**src/hdl/assert_macros.svh**
```systemverilog
// ---------------------------------------------------------------------------
// assertion macros
// shared concurrent assertion forms, clocked on i_clk, off while in reset
// ---------------------------------------------------------------------------
`ifndef ASSERT_MACROS_SVH
`define ASSERT_MACROS_SVH

// condition holds at every clock edge out of reset
`define ASSERT_ALWAYS(lbl, expr, msg) \
    lbl: assert property (@(posedge i_clk) disable iff (!i_rst_n) (expr)) \
        else $error(msg);

// antecedent implies consequent in the same cycle
`define ASSERT_IMPLIES(lbl, ante, cons, msg) \
    lbl: assert property (@(posedge i_clk) disable iff (!i_rst_n) (ante) |-> (cons)) \
        else $error(msg);

// antecedent implies consequent in the next cycle
`define ASSERT_NEXT(lbl, ante, cons, msg) \
    lbl: assert property (@(posedge i_clk) disable iff (!i_rst_n) (ante) |=> (cons)) \
        else $error(msg);

`endif

```
**src/hdl/fpfa_pkg.sv**
```systemverilog
// ---------------------------------------------------------------------------
// fpfa_pkg
// shared types and defaults of the fixed partition fit allocator
// ---------------------------------------------------------------------------
`timescale 1ns / 1ps
`default_nettype none

package fpfa_pkg;

    localparam int MAX_PARTITIONS_DEF = 16;
    localparam int SIZE_BITS_DEF      = 16;

    localparam int AMOUNT_W = 16;
    localparam int SLOT_W   = 4;
    localparam int GRANT_W  = 16;

    typedef enum logic [1:0] {
        OP_ADD   = 2'd0,
        OP_FIRST = 2'd1,
        OP_WORST = 2'd2,
        OP_BEST  = 2'd3
    } t_op;

    typedef enum logic [1:0] {
        ST_ALLOCATED = 2'd0,
        ST_NO_FIT    = 2'd1,
        ST_ADDED     = 2'd2,
        ST_FULL      = 2'd3
    } t_status;

    typedef enum logic [1:0] {
        S_IDLE,
        S_SCAN,
        S_LAST,
        S_DONE
    } t_state;

    // control from the sequencer to the candidate tracker
    typedef struct packed {
        logic clear;
        logic vld;
        t_op  mode;
    } t_pick_ctl;

endpackage

`default_nettype wire

```
**src/hdl/fpfa_table.sv**
```systemverilog
// ---------------------------------------------------------------------------
// fpfa_table
// partition table memory, one write and one registered read port
// ---------------------------------------------------------------------------
`timescale 1ns / 1ps
`default_nettype none

module fpfa_table
    import fpfa_pkg::*;
#(
    parameter int DEPTH = MAX_PARTITIONS_DEF,
    parameter int WIDTH = SIZE_BITS_DEF + 1,
    parameter int AW    = $clog2(MAX_PARTITIONS_DEF)
) (
    input  wire logic             i_clk,
    input  wire logic             i_we,
    input  wire logic [AW-1:0]    i_waddr,
    input  wire logic [WIDTH-1:0] i_wdata,
    input  wire logic             i_re,
    input  wire logic [AW-1:0]    i_raddr,
    output logic      [WIDTH-1:0] o_rdata
);

    logic [WIDTH-1:0] r_mem [DEPTH];
    logic [WIDTH-1:0] r_rdata;

    always_ff @(posedge i_clk) begin
        if (i_we) begin
            r_mem[i_waddr] <= i_wdata;
        end
    end

    always_ff @(posedge i_clk) begin
        if (i_re) begin
            r_rdata <= r_mem[i_raddr];
        end
    end

    assign o_rdata = r_rdata;

endmodule

`default_nettype wire

```
**src/hdl/fpfa_pick.sv**
```systemverilog
// ---------------------------------------------------------------------------
// fpfa_pick
// keeps the best candidate partition seen so far during a table scan
// ---------------------------------------------------------------------------
`timescale 1ns / 1ps
`default_nettype none

module fpfa_pick
    import fpfa_pkg::*;
#(
    parameter int SIZE_BITS = SIZE_BITS_DEF,
    parameter int IDX_W     = $clog2(MAX_PARTITIONS_DEF)
) (
    input  wire logic                 i_clk,
    input  wire logic                 i_rst_n,
    input  wire t_pick_ctl            i_ctl,
    input  wire logic [IDX_W-1:0]     i_idx,
    input  wire logic                 i_taken,
    input  wire logic [SIZE_BITS-1:0] i_size,
    input  wire logic [SIZE_BITS-1:0] i_req,
    output logic                      o_found,
    output logic      [IDX_W-1:0]     o_idx,
    output logic      [SIZE_BITS-1:0] o_size
);

    logic                 r_found, n_found;
    logic [IDX_W-1:0]     r_idx,   n_idx;
    logic [SIZE_BITS-1:0] r_size,  n_size;
    logic                 fits;
    logic                 better;

    assign fits = !i_taken && (i_size >= i_req);

    // scan runs newest first, so strict compares keep the newest on ties
    always_comb begin
        case (i_ctl.mode)
            OP_WORST: better = !r_found || (i_size > r_size);
            OP_BEST:  better = !r_found || (i_size < r_size);
            default:  better = !r_found;
        endcase
    end

    always_comb begin
        n_found = r_found;
        n_idx   = r_idx;
        n_size  = r_size;
        if (i_ctl.clear) begin
            n_found = 1'b0;
        end else if (i_ctl.vld && fits && better) begin
            n_found = 1'b1;
            n_idx   = i_idx;
            n_size  = i_size;
        end
    end

    always_ff @(posedge i_clk) begin
        if (!i_rst_n) begin
            r_found <= 1'b0;
        end else begin
            r_found <= n_found;
        end
    end

    always_ff @(posedge i_clk) begin
        r_idx  <= n_idx;
        r_size <= n_size;
    end

    assign o_found = r_found;
    assign o_idx   = r_idx;
    assign o_size  = r_size;

endmodule

`default_nettype wire

```
**src/hdl/fixed_partition_fit_allocator.sv**
```systemverilog
// an add goes from input transfer through the done state to the result register, one item at a time
// an allocation over N stored partitions consists of:
//   one table memory read per partition, newest first, plus drain and commit
// the next item is taken while the previous result waits in the output register
// reset (synchronous, active low) empties the table by clearing the fill count;
//   no clearing pass, entries at or above the count are never read
`timescale 1ns / 1ps
`default_nettype none

`include "assert_macros.svh"

// ---------------------------------------------------------------------------
// fixed_partition_fit_allocator
// fixed partition table with first, worst and best fit allocation
// ---------------------------------------------------------------------------
module fixed_partition_fit_allocator
    import fpfa_pkg::*;
#(
    parameter int MAX_PARTITIONS = MAX_PARTITIONS_DEF,
    parameter int SIZE_BITS      = SIZE_BITS_DEF
) (
    input  wire logic        i_clk,
    input  wire logic        i_rst_n,
    // input stream
    input  wire logic        i_s_tvalid,
    output logic             o_s_tready,
    input  wire logic [15:0] i_s_tdata,   // [15:0] amount
    input  wire logic [1:0]  i_s_tuser,   // [1:0] operation
    // result stream
    output logic             o_m_tvalid,
    input  wire logic        i_m_tready,
    output logic      [23:0] o_m_tdata,   // [3:0] slot, [19:4] granted_size, [23:20] zero
    output logic      [1:0]  o_m_tuser    // [1:0] status
);

    localparam int IDX_W = $clog2(MAX_PARTITIONS);
    localparam int CNT_W = $clog2(MAX_PARTITIONS + 1);
    localparam int ENT_W = SIZE_BITS + 1;   // {taken, size}

    // sequencer state
    t_state               r_state, n_state;
    t_op                  r_op;
    logic [SIZE_BITS-1:0] r_req;
    logic [CNT_W-1:0]     r_count;
    logic [IDX_W-1:0]     r_addr;
    logic                 r_rd_vld;
    logic [IDX_W-1:0]     r_rd_idx;

    // output register
    logic                 r_out_valid;
    t_status              r_out_status;
    logic [SLOT_W-1:0]    r_out_slot;
    logic [GRANT_W-1:0]   r_out_size;

    // handshakes and control
    logic                 in_xfer;
    logic                 out_free;
    logic                 commit;
    logic                 is_full;
    logic                 mem_re;
    logic                 mem_we;
    logic [IDX_W-1:0]     mem_waddr;
    logic [ENT_W-1:0]     mem_wdata;
    logic [ENT_W-1:0]     mem_rdata;
    t_pick_ctl            pick_ctl;
    logic                 pick_found;
    logic [IDX_W-1:0]     pick_idx;
    logic [SIZE_BITS-1:0] pick_size;

    // width adaptation of the fixed fields
    logic [SIZE_BITS+AMOUNT_W-1:0] amount_ext;
    logic [SIZE_BITS-1:0]          amount_req;
    logic [SIZE_BITS+GRANT_W-1:0]  pick_size_ext;
    logic [SIZE_BITS+GRANT_W-1:0]  req_ext;
    logic [IDX_W+SLOT_W-1:0]       pick_idx_ext;
    logic [IDX_W+SLOT_W-1:0]       count_idx_ext;

    // amount is cut or zero padded to the partition size width
    assign amount_ext    = {{SIZE_BITS{1'b0}}, i_s_tdata};
    assign amount_req    = amount_ext[SIZE_BITS-1:0];
    assign pick_size_ext = {{GRANT_W{1'b0}}, pick_size};
    assign req_ext       = {{GRANT_W{1'b0}}, r_req};
    assign pick_idx_ext  = {{SLOT_W{1'b0}}, pick_idx};
    assign count_idx_ext = {{SLOT_W{1'b0}}, r_count[IDX_W-1:0]};

    assign in_xfer  = i_s_tvalid && o_s_tready;
    assign out_free = !r_out_valid || i_m_tready;
    assign commit   = (r_state == S_DONE) && out_free;
    assign is_full  = (r_count == CNT_W'(MAX_PARTITIONS));

    // -----------------------------------------------------------------------
    // next state
    // -----------------------------------------------------------------------
    always_comb begin
        n_state = r_state;
        case (r_state)
            S_IDLE: begin
                if (in_xfer) begin
                    // adds and scans of an empty table go straight to commit
                    if (t_op'(i_s_tuser) == OP_ADD || r_count == '0) begin
                        n_state = S_DONE;
                    end else begin
                        n_state = S_SCAN;
                    end
                end
            end
            S_SCAN: begin
                if (r_addr == '0) begin
                    n_state = S_LAST;
                end
            end
            S_LAST: begin
                // read data of entry 0 is evaluated here
                n_state = S_DONE;
            end
            S_DONE: begin
                if (out_free) begin
                    n_state = S_IDLE;
                end
            end
            default: begin
                n_state = S_IDLE;
            end
        endcase
    end

    // -----------------------------------------------------------------------
    // control outputs
    // -----------------------------------------------------------------------
    always_comb begin
        o_s_tready     = 1'b0;
        mem_re         = 1'b0;
        mem_we         = 1'b0;
        mem_waddr      = pick_idx;
        mem_wdata      = {1'b1, pick_size};
        pick_ctl.clear = in_xfer;
        pick_ctl.vld   = r_rd_vld;
        pick_ctl.mode  = r_op;
        case (r_state)
            S_IDLE: begin
                o_s_tready = 1'b1;
            end
            S_SCAN: begin
                mem_re = 1'b1;
            end
            S_DONE: begin
                if (r_op == OP_ADD) begin
                    // new partitions start free
                    mem_we    = commit && !is_full;
                    mem_waddr = r_count[IDX_W-1:0];
                    mem_wdata = {1'b0, r_req};
                end else begin
                    // mark the granted partition as taken
                    mem_we = commit && pick_found;
                end
            end
            default: begin
                o_s_tready = 1'b0;
            end
        endcase
    end

    // -----------------------------------------------------------------------
    // control registers
    // -----------------------------------------------------------------------
    always_ff @(posedge i_clk) begin
        if (!i_rst_n) begin
            r_state     <= S_IDLE;
            r_count     <= '0;
            r_rd_vld    <= 1'b0;
            r_out_valid <= 1'b0;
        end else begin
            r_state  <= n_state;
            r_rd_vld <= (r_state == S_SCAN);
            if (commit && r_op == OP_ADD && !is_full) begin
                r_count <= r_count + CNT_W'(1);
            end
            if (commit) begin
                r_out_valid <= 1'b1;
            end else if (i_m_tready) begin
                r_out_valid <= 1'b0;
            end
        end
    end

    // -----------------------------------------------------------------------
    // item and scan registers
    // -----------------------------------------------------------------------
    always_ff @(posedge i_clk) begin
        if (in_xfer) begin
            r_op   <= t_op'(i_s_tuser);
            r_req  <= amount_req;
            // scan starts at the newest partition
            r_addr <= IDX_W'(r_count - CNT_W'(1));
        end else if (r_state == S_SCAN) begin
            r_addr <= r_addr - IDX_W'(1);
        end
        r_rd_idx <= r_addr;
    end

    // -----------------------------------------------------------------------
    // result register
    // -----------------------------------------------------------------------
    always_ff @(posedge i_clk) begin
        if (commit) begin
            if (r_op == OP_ADD) begin
                if (is_full) begin
                    r_out_status <= ST_FULL;
                    r_out_slot   <= '0;
                    r_out_size   <= '0;
                end else begin
                    r_out_status <= ST_ADDED;
                    r_out_slot   <= count_idx_ext[SLOT_W-1:0];
                    r_out_size   <= req_ext[GRANT_W-1:0];
                end
            end else if (pick_found) begin
                r_out_status <= ST_ALLOCATED;
                r_out_slot   <= pick_idx_ext[SLOT_W-1:0];
                r_out_size   <= pick_size_ext[GRANT_W-1:0];
            end else begin
                r_out_status <= ST_NO_FIT;
                r_out_slot   <= '0;
                r_out_size   <= '0;
            end
        end
    end

    assign o_m_tvalid = r_out_valid;
    assign o_m_tdata  = {4'b0000, r_out_size, r_out_slot};
    assign o_m_tuser  = r_out_status;

    // -----------------------------------------------------------------------
    // partition table and candidate tracker
    // -----------------------------------------------------------------------
    fpfa_table #(
        .DEPTH (MAX_PARTITIONS),
        .WIDTH (ENT_W),
        .AW    (IDX_W)
    ) u_table (
        .i_clk   (i_clk),
        .i_we    (mem_we),
        .i_waddr (mem_waddr),
        .i_wdata (mem_wdata),
        .i_re    (mem_re),
        .i_raddr (r_addr),
        .o_rdata (mem_rdata)
    );

    fpfa_pick #(
        .SIZE_BITS (SIZE_BITS),
        .IDX_W     (IDX_W)
    ) u_pick (
        .i_clk   (i_clk),
        .i_rst_n (i_rst_n),
        .i_ctl   (pick_ctl),
        .i_idx   (r_rd_idx),
        .i_taken (mem_rdata[SIZE_BITS]),
        .i_size  (mem_rdata[SIZE_BITS-1:0]),
        .i_req   (r_req),
        .o_found (pick_found),
        .o_idx   (pick_idx),
        .o_size  (pick_size)
    );

    // -----------------------------------------------------------------------
    // assertions
    // -----------------------------------------------------------------------
    `ASSERT_ALWAYS(a_count_bound, r_count <= CNT_W'(MAX_PARTITIONS), "fill count overflow")
    `ASSERT_IMPLIES(a_grant_in_table, commit && r_op != OP_ADD && pick_found,
        CNT_W'(pick_idx) < r_count, "granted partition beyond fill count")
    `ASSERT_IMPLIES(a_busy_no_ready, r_state != S_IDLE, !o_s_tready, "input taken while busy")
    `ASSERT_NEXT(a_commit_result, commit, r_out_valid, "commit without result")

endmodule

`default_nettype wire

```
**config.mk**
```make
export PLATFORM = sky130hd
export DESIGN_NAME = fixed_partition_fit_allocator
export DESIGN_NICKNAME = d
export VERILOG_FILES = /design/src/hdl/fpfa_pkg.sv /design/src/hdl/fpfa_table.sv /design/src/hdl/fpfa_pick.sv /design/src/hdl/fixed_partition_fit_allocator.sv
export VERILOG_INCLUDE_DIRS = /design/src /design/src/hdl
export SDC_FILE = /design/constraint.sdc
export NUM_CORES = 1
export LEC_CHECK = 0
export BUFFER_PORTS_ARGS = -buffer_cell sky130_fd_sc_hd__clkbuf_2
export CAP_MARGIN = 30
export CORE_UTILIZATION = 45
export CTS_BUF_LIST = sky130_fd_sc_hd__clkbuf_16
export CTS_CLUSTER_DIAMETER = 60
export DETAILED_ROUTE_END_ITERATION = 8
export SLEW_MARGIN = 10
export SYNTH_ARGS = -nofsm -noshare
export SYNTH_HDL_FRONTEND = slang
export SYNTH_HIERARCHICAL = 1
export SYNTH_SLANG_ARGS = --single-unit
```
**constraint.sdc**
```tcl
create_clock -name i_clk -period 5.55 [get_ports i_clk]
set_clock_uncertainty 0.15 [all_clocks]
set_input_delay 1.3875 -clock i_clk [delete_from_list [all_inputs] [get_ports i_clk]]
set_output_delay 1.3875 -clock i_clk [all_outputs]
set_load 0.01 [all_outputs]
```
Yosys cells after proc, flatten, opt, wreduce, memory -nomap -nowiden
Memory sizes are Yosys's and may differ from the RTL's. A register that Yosys moved wholly into a read port is not among the register bits.
Cells that the tools add are included.
- eq/ne operators: 9
- mux-type cells: 29
- add/sub/neg operators: 3
- $mul: 0
- reduce and logical (&&, ||, !) cells: 27
- magnitude comparators: 3
- shift-type cells: 0
- divide/modulo/power cells: 0
- bitwise logic cells: 2
- operator list (cell ; number):
    $mux 16 ; 3
    $mux 17 ; 2
    $mux 4 ; 7
    $ge 16x16->1 ; 1
    $gt 16x16->1 ; 1
    $lt 16x16->1 ; 1
    $mux 1 ; 10
    $mux 2 ; 5
    $logic_and 1x1->1 ; 9
    $eq 2x2->1 const B ; 4
    $pmux 2 s4 ; 1
    $sub 4x1->4 const B ; 2
    $logic_not 2->1 ; 3
    $ne 2x2->1 const B ; 3
    $add 5x1->5 const B ; 1
    $eq 5x5->1 const B ; 1
    $logic_not 5->1 ; 1
    $logic_not 1->1 ; 4
    $logic_not 4->1 ; 1
    $logic_or 1x1->1 ; 4
    $reduce_bool 2->1 ; 2
    $reduce_and 3->1 ; 1
    $eq 2x1->1 const B ; 1
    $not 1->1 ; 2
    other kinds (3) ; 3
- output and inout bits: 28
- memories: 1
- memory bits (read-only): 0
- bits in writable memories: 272
- latch bits: 0
- input port bits: 22
- register bits after elaboration: 78
- memories (name ; words ; width ; read ports ; clocked after memory_dff ; write ports ; RTL line ; text):
    u_table.r_mem ; 16 ; 17 ; 1 ; 1 ; 1 ; fpfa_table.sv:24 ; logic [WIDTH-1:0] r_mem [DEPTH];

Longest topological paths before layout
- depth after elaboration: 8
- mapped depth: 9

Hierarchy
Netlist, hierarchy kept.
- by module, submodules not included (module ; area each (um^2) ; instances ; cells each ; sequential area each (um^2)):
    fpfa_table ; 10807.9 ; 1 ; 458 ; 8678.3
    fixed_partition_fit_allocator ; 2542.4 ; 1 ; 179 ; 1581.5
    fpfa_pick ; 1493.9 ; 1 ; 138 ; 620.6

Least setup slack after synthesis
OpenSTA, ideal clock, no wires.
- path type: input to register
- from: input port i_m_tready
- to: memory u_table/r_mem[0][0] (netlist name), enable pin
- arrival: 4.151 ns
- setup time: 0.413 ns
- data required time: 4.987 ns
- stages: 5
- path buffers: 0
- setup slack: 0.837 ns
- cells stage by stage: nand2b_1 -> and2_1 -> nor2b_1 -> or3b_2 -> nor3_1
- longest elaborated chain between the ends: 7
- elaborated cells between the ends (all ways): 8
- those cells by class: mux: 4; reduce/logical: 4
- RTL lines (what ; RTL line ; text):
    start: declaration ; fixed_partition_fit_allocator.sv:31 ; input wire logic i_m_tready,
    $logic_or 1x1->1 * ; fixed_partition_fit_allocator.sv:87 ; assign out_free = !r_out_valid || i_m_tready;
    $logic_and 1x1->1 * ; fixed_partition_fit_allocator.sv:88 ; assign commit = (r_state == S_DONE) && out_free;
    via commit ; fixed_partition_fit_allocator.sv:58 ; logic commit;
    $logic_and 1x1->1 (on tied branches) ; fixed_partition_fit_allocator.sv:154, fixed_partition_fit_allocator.sv:149 ;
    $mux 1 * ; fixed_partition_fit_allocator.sv:147 ; if (r_op == OP_ADD) begin
    $mux 1 * ; fixed_partition_fit_allocator.sv:139 ; case (r_state)
    via mem_we ; fixed_partition_fit_allocator.sv:61 ; logic mem_we;
    $mux 1 * ; fpfa_table.sv:28 ; if (i_we) begin
    $mux 1 (not written as such) * ; fpfa_table.sv:29 ; r_mem[i_waddr] <= i_wdata;
    end: declaration ; fpfa_table.sv:24 ;
Mark *: on every way through the listed nets, which the timed path passes. The rest lies on a longest branch.

Final worst setup path
- from: input port i_m_tready
- to: memory u_table/r_mem[3][1] (netlist name), enable pin
The elaborated chain is that of the path after synthesis.

==> results.md <==
| Metric | This run |
|:---|:---|
| Result of the run | finished clean |
| Adder-Cell Fraction of Synth Area | 0.0337 |
| Fraction of the cycle the final worst path needs | 0.711 |
| Placement Rows | 66 |
| Cell area reported after detailed placement | 15600 µm² |
| Count of unresolved DRC violations after routing | 0 |
| Hold path startpoint | r_rd_idx[0]$_DFF_P_ |
| Post-synthesis mux area share | 0.123 |
| Design Area, Final | 16900 µm² |
| Simple-Gate Fraction of Synth Area | 0.0373 |
| Tightest Hold Check Type | reg -> reg |
| Count of nets left with antenna violations after detail routing | 0 |
| Total grt overflow | 0 |
| Launch point of the worst path | i_m_tready |
| Final count of pins violating max slew | 0 |
| Sum of net half-perimeters after detailed placement | 20400 µm |
| Fraction of final layout cells sized beyond drive strength 1 | 0.262 |
| Overall routing resource usage | 0.195 |
| Y dimension of the die | 184 µm |
| Pleak | 5.78 nW |
| Post-Synthesis Cell Area | 14800 µm² |
| Async S/R FF share, synth | 0 |
| Chip Width | 184 µm |
| Maximum fanout along the worst path | 24 |
| Post-CTS resize count | 0 |
| Crit path kind | in -> reg |
| Number of distinct library cell variants in the gate-level netlist after synthesis | 55 |
| Routed wire length per instance | 24.1 µm |
| Buffers added on ports | 45 |
| Largest family of logic cells by synthesized area | multiplexers |
| Max Cap Viol | 0 |
| Global Route met3 Usage | 0.0277 |
| Number of design-rule violations left by the first detailed-router iteration | 653 |
| Post-synthesis instance total | 775 |
| Top-level I/O count | 50 |
| Max Buffers Root-to-Sink | 3 |
| Max Fclk | 254 MHz |
| P_int | 5.49 mW |
| Number of antenna violations at the first check in global routing | 0 |
| Fraction of the mapped netlist area in compound gates | 0.0461 |
| Sort of element at the start of the critical path | input pin |
| Xor and xnor area share after synthesis | 0.00295 |
| Total length of routed wires | 31900 µm |
| Via count of the first global-routing pass | 7635 |
| Most used flip-flop cell after synthesis | sky130_fd_sc_hd__edfxtp_1 |
| Initial Util | 0.456 |
| Most frequent cells in the layout | sky130_fd_sc_hd__edfxtp_1 (353), sky130_fd_sc_hd__mux4_2 (65), sky130_fd_sc_hd__inv_1 (48) |
| Rel. slew slack | 0.351 |
| Combinational cell fraction of total power | 0.252 |
| Fill count | 2602 |
| Max H-tree Level | 2 |
| Total Negative Setup Slacks | 0 ns |
| Met1 global-route usage | 0.273 |
| Sort of element at the end of the critical path | register |
| Critical Path AT | 3.94 ns |
| CTS Sinks | 367 |
| Final antenna diode count | 0 |
| Setup repair after global routing missed its margin | no |
| Share of power burned in the clock network | 0.301 |
| Via count | 7287 |
| Switching portion of total power | 0.293 |
| Most frequent standard cell in the layout excluding fill and tap cells | sky130_fd_sc_hd__edfxtp_1 |
| Met2 Usage GRT | 0.320 |
| Clock period minus worst slack | 3.94 ns |
| Iteration count of the initial detailed-routing pass | 5 |
| Final weighted congestion of routability-driven global placement | 0.864 |
| Clock transition at the registers of the reported paths | 0.06 ns |
| Launch point of the worst reg-to-reg path | r_count[0]$_SDFFE_PN0P_ |
| Clk Tree Root Cell | sky130_fd_sc_hd__clkbuf_16 |
| Layout Nets | 916 |
| Global routing's busiest layer | met2 |
| CTS tree | done |
| Total count of hold-check failures in the final report | 0 |
| Sequential fraction of the synthesis area | 0.733 |
| Placeable Area | 32500 µm² |
| Number of enable flip-flop cells after synthesis | 353 |
| Yosys warnings | 6 |
| Wire length of the first global-routing pass | 47700 µm |
| Setup violations, final | 0 |
| Least-Margin Pin Slew | 0.972 ns |
| Mapped Avg Cell Area | 19.2 µm² |
| Die area | 33700 µm² |
| Design Power | 7.77 mW |
| Power Dens Cells | 459 nW/µm² |
| Post-CTS setup repair buffer count | 0 |
| Layout-stage area growth over the synthesis result | 14.1% |
| Core occupancy in the finished layout | 0.521 |
| Average vias per placed instance | 5.50 |
| Post-cts hold buffer count | 0 |
| CTS Buf Count | 38 |
| Switching power | 2.28 mW |
| Insertion delay of the later-clocked pin in the worst-skew pair | 0.53 ns |
| Sequential cell fraction of total power | 0.446 |
| #FFs+latches synth | 367 |
| Maximum number of pins on one net before global-route repair | 73 |
| Worst vdd ir | 0.291 mV |
| Worst endpoint required time | 5.54 ns |
==> state kept, by name, indices dropped and copies added (netlist names) <==
register	flops
u_pick/o_found	1
r_out_size	16
r_addr	4
r_out_slot	4
u_table/r_mem	272
o_m_tvalid	1
r_rd_idx	4
r_rd_vld	1
r_count	5
r_req	16
u_table/o_rdata	17
r_op	2
u_pick/o_size	16
u_pick/o_idx	4
r_state	2
o_m_tuser	2
==> power by group through the flow <==
stage / Clock [mW] / Combinational, mW / Sequential [mW]
CTS: 2.40 / 1.95 / 3.48
detailed placement: 0 / 1.94 / 3.53
finish: 2.34 / 1.96 / 3.47
floorplan: 0 / 1.38 / 3.49
global route: 2.51 / 2.13 / 3.49
global placement: 0 / 1.91 / 3.52
==> Yosys cell counts (2+ instances only) <==
master	count	area (µm²)
sky130_fd_sc_hd__inv_1	40	150
sky130_fd_sc_hd__a22oi_1	35	263
sky130_fd_sc_hd__mux2i_1	4	40.0
sky130_fd_sc_hd__nand3b_1	5	37.5
sky130_fd_sc_hd__edfxtp_1	353	10600
sky130_fd_sc_hd__buf_8	2	30.0
sky130_fd_sc_hd__a21o_1	5	37.5
sky130_fd_sc_hd__o21ai_1	2	10.0
sky130_fd_sc_hd__o21ai_0	7	35.0
sky130_fd_sc_hd__a21oi_1	8	40.0
sky130_fd_sc_hd__mux4_2	65	1460
sky130_fd_sc_hd__nand3_1	4	20.0
sky130_fd_sc_hd__ha_1	40	500
sky130_fd_sc_hd__mux2_2	20	225
sky130_fd_sc_hd__nand2b_1	8	50.1
sky130_fd_sc_hd__buf_4	6	45.0
sky130_fd_sc_hd__buf_6	2	22.5
sky130_fd_sc_hd__mux4_1	3	78.8
sky130_fd_sc_hd__a31oi_1	2	12.5
sky130_fd_sc_hd__dfxtp_1	14	280
sky130_fd_sc_hd__clkbuf_1	13	48.8
sky130_fd_sc_hd__and3_1	2	12.5
sky130_fd_sc_hd__buf_2	10	50.1
sky130_fd_sc_hd__nor3_1	5	25.0
sky130_fd_sc_hd__a22o_1	18	158
sky130_fd_sc_hd__nor2b_1	7	43.8
sky130_fd_sc_hd__nor2_1	18	67.6
sky130_fd_sc_hd__a21oi_2	4	35.0
sky130_fd_sc_hd__nand2_1	28	105
sky130_fd_sc_hd__xnor2_1	4	35.0
sky130_fd_sc_hd__and2_1	10	62.6
sky130_fd_sc_hd__nand4_1	8	50.1
==> area by class of cell <==
cell class,count,area [µm²],share of cell area
clock inverter,30,180,0.0106
multi-input combinational,336,3670,0.217
clock buffer,39,976,0.0576
inverter,40,150,0.00886
tap,442,553,0.0326
sequential,367,10900,0.642
timing repair buffer,71,532,0.0314
==> through the flow <==
step	worst slack, ns	cells	hold slack, ns
2_1_floorplan	0.837	778	0.236
3_3_place_gp	1.11	1244	0.237
3_5_place_dp	1.06	1244	0.239
4_1_cts	1.58	1313	0.253
5_1_grt	1.33	1325	0.256
6_report	1.61	1325	0.253
==> metal layers <==
layer | part of all wire | up-vias
met4 | 0.021 | 0
met3 | 0.050 | 35
li1 | - | 3281
met5 | 0 | -
met2 | 0.48 | 195
met1 | 0.45 | 3776
==> worst max-delay path: stages <==
cell and delay (ns):
sky130_fd_sc_hd__clkbuf_2 0.09, sky130_fd_sc_hd__nand2b_1 0.17, sky130_fd_sc_hd__and2_1 0.16, sky130_fd_sc_hd__buf_4 0.30, sky130_fd_sc_hd__nor2b_1 0.48, sky130_fd_sc_hd__or3b_2 0.57, sky130_fd_sc_hd__nor2_2 0.76
==> logic make-up after synthesis <==
family,after synthesis
compound gates,91
xor+xnor,5
fa+ha+maj,40
buf+inv,75
flops,367
mux,93
other cells,1
simple gates,103
==> final timing paths <==
check                                  endpoint  slack, ns  depth (start not counted)
hold / removal        u_pick/o_idx[0]$_DFFE_PP_       0.25                          0
setup reg to reg  u_table/r_mem[3][1]$_DFFE_PP_       1.61                          8
hold reg to reg       u_pick/o_idx[0]$_DFFE_PP_       0.25                          0
setup / recovery  u_table/r_mem[3][1]$_DFFE_PP_       1.61                          7
No activity file was read; power rests on OpenSTA's default activity.
